[src/hw/rtl/assert_macros.svh]
// ----------------------------------------------------------------------------
// assertion macros
// shared concurrent assertion forms, clocked on clk and held off in reset
// ----------------------------------------------------------------------------
`ifndef ASSERT_MACROS_SVH
`define ASSERT_MACROS_SVH

// condition holds at every edge
`define ASSERT_ALWAYS(label, cond, msg) \
  label: assert property (@(posedge clk) disable iff (!rst_n) (cond)) else $error(msg);

// consequent holds in the same cycle
`define ASSERT_IMPL(label, ante, cons, msg) \
  label: assert property (@(posedge clk) disable iff (!rst_n) (ante) |-> (cons)) \
    else $error(msg);

// consequent holds in the cycle after the antecedent
`define ASSERT_NEXT(label, ante, cons, msg) \
  label: assert property (@(posedge clk) disable iff (!rst_n) (ante) |=> (cons)) \
    else $error(msg);

`endif

[src/hw/rtl/swps_bank.sv]
// ----------------------------------------------------------------------------
// substitution table bank
// one copy of the score table, one write port and one registered read port
// ----------------------------------------------------------------------------
module swps_bank #(
  parameter int DEPTH  = 400,
  parameter int ADDR_W = 9,
  parameter int DATA_W = 8
) (
  input  logic              clk,
  input  logic              wr_en,
  input  logic [ADDR_W-1:0] wr_addr,
  input  logic [DATA_W-1:0] wr_data,
  input  logic              rd_en,
  input  logic [ADDR_W-1:0] rd_addr,
  output logic [DATA_W-1:0] rd_data
);

  logic [DATA_W-1:0] mem [0:DEPTH-1];

  always_ff @(posedge clk) begin
    if (wr_en) begin
      mem[wr_addr] <= wr_data;
    end
  end

  always_ff @(posedge clk) begin
    if (rd_en) begin
      rd_data <= mem[rd_addr];
    end
  end

endmodule
[config.mk]
export PLATFORM = sky130hd
export DESIGN_NAME = swps_bank
export DESIGN_NICKNAME = d
export VERILOG_FILES = /design/src/hw/rtl/assert_macros.svh /design/src/hw/rtl/swps_bank.sv
export SDC_FILE = /design/constraint.sdc
export NUM_CORES = 2
export LEC_CHECK = 0
export BUFFER_PORTS_ARGS = -buffer_cell sky130_fd_sc_hd__clkbuf_2
export CAP_MARGIN = 15
export CORE_UTILIZATION = 40
export DETAILED_ROUTE_END_ITERATION = 12
export GPL_TIMING_DRIVEN = 0
export PLACE_DENSITY_LB_ADDON = 0.12
export SKIP_LAST_GASP = 1
export SLEW_MARGIN = 20
export SYNTH_ARGS = -nofsm -noshare
export SYNTH_HDL_FRONTEND = slang
export SYNTH_SLANG_ARGS = --single-unit
[constraint.sdc]
create_clock -name clk -period 3.6 [get_ports clk]
set_input_delay 0.18 -clock clk [delete_from_list [all_inputs] [get_ports clk]]
set_output_delay 0.18 -clock clk [all_outputs]
set_load 0.05 [all_outputs]
==> impl_metrics.json <==
{
  "drc": 0,
  "period_minus_slack_ns": 3.97,
  "seq_area_frac_synth_pct": 77.1,
  "slew_violations": 0,
  "grt_max_degree": 118,
  "grt_pass1_vias": 67072,
  "numCtsBuffers": 344,
  "r2r_start": "mem[262][4]",
  "setup_viol": 8,
  "drt_iter0_drc": 13984,
  "skew_ns": 0.0490,
  "cp_slowest_cell": "mux2i_1",
  "min-delay-start": "rd_en",
  "h-tree-depth": 5,
  "num-fill-cells": 25912,
  "hpwl_um": 384000,
  "combPwrFrac_pct": 7.4,
  "critPathKind": "primary input to flop",
  "async_flop_share_pct": 0,
  "detail_route.first_pass.iterations": 6,
  "p_per_area_mw_per_mm2": 562,
  "antenna_found_initial": 71,
  "fp.dieH_um": 561,
  "cts_root_buf": "clkbuf_16",
  "cp_data_arrival_time_ns": 4.56,
  "dpl_cell_area_mm2": 0.133,
  "syn_area_mm2": 0.125,
  "final_cell_area_mm2": 0.145,
  "critical_path.startpoint": "rd_addr[1]",
  "viasPerCell": 6.72,
  "placed_cells": 10178,
  "die_area_mm2": 0.315,
  "tightest_slew_ns": 1.37,
  "synth_ff_type": "edfxtp_1",
  "dr_total_vias": 72888,
  "fmax_ghz": 0.252,
  "synth_common_cells": "edfxtp_1 (3208), mux4_2 (679), nor2_1 (460)",
  "clock_path_buffers": 4,
  "clock_sinks": 3208,
  "synth_nets": 5944,
  "ys_seq_elements": 3208,
  "fin_crit_sh_pct": 110,
  "grt_pass1_wl_um": 716000,
  "clkTransAtPathRegs_ns": 0.06,
  "gr-total-overflow": 0,
  "cts_tree": "done",
  "fp-row-count": 204,
  "groute.layer.met3.usage_pct": 11.9,
  "p_leak_uw": 0.0454,
  "max_cap_violations": 0,
  "io-pin-count": 37,
  "p_int_uw": 61300,
  "final_nets": 6444,
  "instances_no_fill": 10850,
  "syn_to_final_growth_pct": 15.8,
  "grt_busiest_layer": "met2",
  "syn_inst": 5915,
  "violations": "setup timing",
  "sequentialPowerShare_pct": 50.6,
  "rsz0062_at_grt": "true",
  "die_x_um": 561,
  "grtUsageMet1_pct": 46.9,
  "drive_gt1_share_pct": 25.6,
  "start_util_pct": 40.3,
  "synth.avg_cell_area_um2": 21.1,
  "insertion_delay_ns": 0.96,
  "synth.most_common_cell": "edfxtp_1",
  "status": "finished, violations left",
  "cp_common_cell": "buf_6",
  "required_ns": 4.19,
  "synthTopCellsByArea": "edfxtp_1 (77%), mux4_2 (12%), mux2i_1 (2.9%)",
  "maxSlewHeadroom_pct": 8.41,
  "place.gp.congestion": 0.996,
  "hold_class": "primary input to flop",
  "ant_nets": 0,
  "port-buffer-count": 34,
  "hold_violations": 0,
  "yosysTopAreaCellShare_pct": 77.1,
  "yosysWarningCount": 0,
  "wl_per_cell_um": 52.3,
  "path_delay_family": "buffers and inverters",
  "core_mm2": 0.310,
  "use_met2_pct": 51.0,
  "synth-edff-count": 3208,
  "yosysTopAreaCell": "edfxtp_1",
  "final_util_pct": 46.7,
  "synth_cell_type_count": 68,
  "cp_num_buf_inv": 6,
  "endpoint_kind": "flop",
  "swShare_pct": 24.5,
  "max_stage_delay_ns": 0.49,
  "p_clk_share_pct": 41.9,
  "path_max_fanout": 10,
  "grt_use_total_pct": 35.8,
  "p_switching_uw": 19900,
  "wirelength_um": 567000,
  "start_kind": "primary input",
  "vdd_drop_max_uv": 443,
  "critical_path.cell_chain": "buf_2 > buf_6 > buf_6 > buf_6 > buf_6 > buf_6 > mux2i_1 > nor2_1 > nor4_4 > nor4_1 > nand4_1 > nand4_1",
  "layout_setup_ws_ns": -0.372
}
-- area by class of cell --
type / count / area, µm² / area share, %
sequential: 3208 / 96300 / 66.6
multi-input combinational: 2337 / 26600 / 18.4
clock buffer: 428 / 9010 / 6.23
tap: 4120 / 5150 / 3.56
buffer: 363 / 3080 / 2.13
timing repair buffer: 157 / 2830 / 1.96
clock inverter: 174 / 1450 / 1.00
antenna: 59 / 148 / 0.102
inverter: 4 / 18.8 / 0.0130
-- power groups by stage --
stage	registers, µW	logic, µW	clock network (µW)
2_1_floorplan	42000	1990	0
3_3_place_gp	42300	5360	0
3_5_place_dp	41900	5680	0
4_1_cts	41200	5770	34000
5_1_grt	41100	5870	35300
6_report	41200	6050	34100
-- logic make-up after synthesis --
logic type / Yosys count / share of synthesized area [%]
flip-flops: 3208 / 77.1
multiplexers: 1061 / 15.5
AND/OR/NAND/NOR: 783 / 2.66
AO/OA/AOI/OAI: 493 / 2.75
buffers and inverters: 370 / 1.99
-- routing by layer --
layer  part of all wire (%)  wire length (µm)
met1                     37            207000
met3                     13             74800
met5                  0.018               102
met2                     43            242000
met4                    7.5             42300
-- stage by stage --
stage | setup slack [ns] | TNS (ns) | hold WS [ns] | power, µW
floorplan | 1.16 | 0 | 0.279 | 44000
global placement | -4.66 | - | 0.529 | 47700
detailed placement | -3.19 | -23.92 | 0.550 | 47600
CTS | -0.0545 | -0.101 | 0.0626 | 80900
global route | -0.0341 | -0.0341 | 0.102 | 82300
finish | -0.372 | -1.87 | 0.118 | 81300
-- state kept, by name, indices dropped and copies added (netlist names) --
register  count
mem        3200
rd_data       8
-- worst paths after layout --
check,end,slack (ns),cells past startpoint
worst max-delay path,rd_data[1],-0.37,12
worst max register to register,rd_data[4],0.02,6
worst min register to register,rd_data[6],1.13,4
worst min-delay path,rd_data[7],0.12,2
-- cells in the final DEF (no fill, tap or decap), types with 31 or more instances in the layout --
master,count
buf_16,68
buf_6,115
o21ai_0,41
buf_12,36
mux2i_1,362
a21oi_1,77
edfxtp_1,3208
o22ai_1,118
nor2_1,396
nor3_1,31
clkinv_1,81
nor2_2,63
buf_4,56
a22oi_1,46
o221ai_1,84
clkbuf_16,348
clkinv_2,50
clkbuf_2,115
nand2_1,156
diode_2,59
mux4_2,679
clkbuf_1,126
-- timing repair --
item                                    4_1_cts  5_1_grt
buffers inserted                              5        0
endpoints found under the hold margin       736        0
endpoints found under the setup margin        8        5
gates resized for setup                     185       15
pin swaps                                     6        3
hold buffers                                  9        0
No activity file was read; power rests on OpenSTA's default activity.
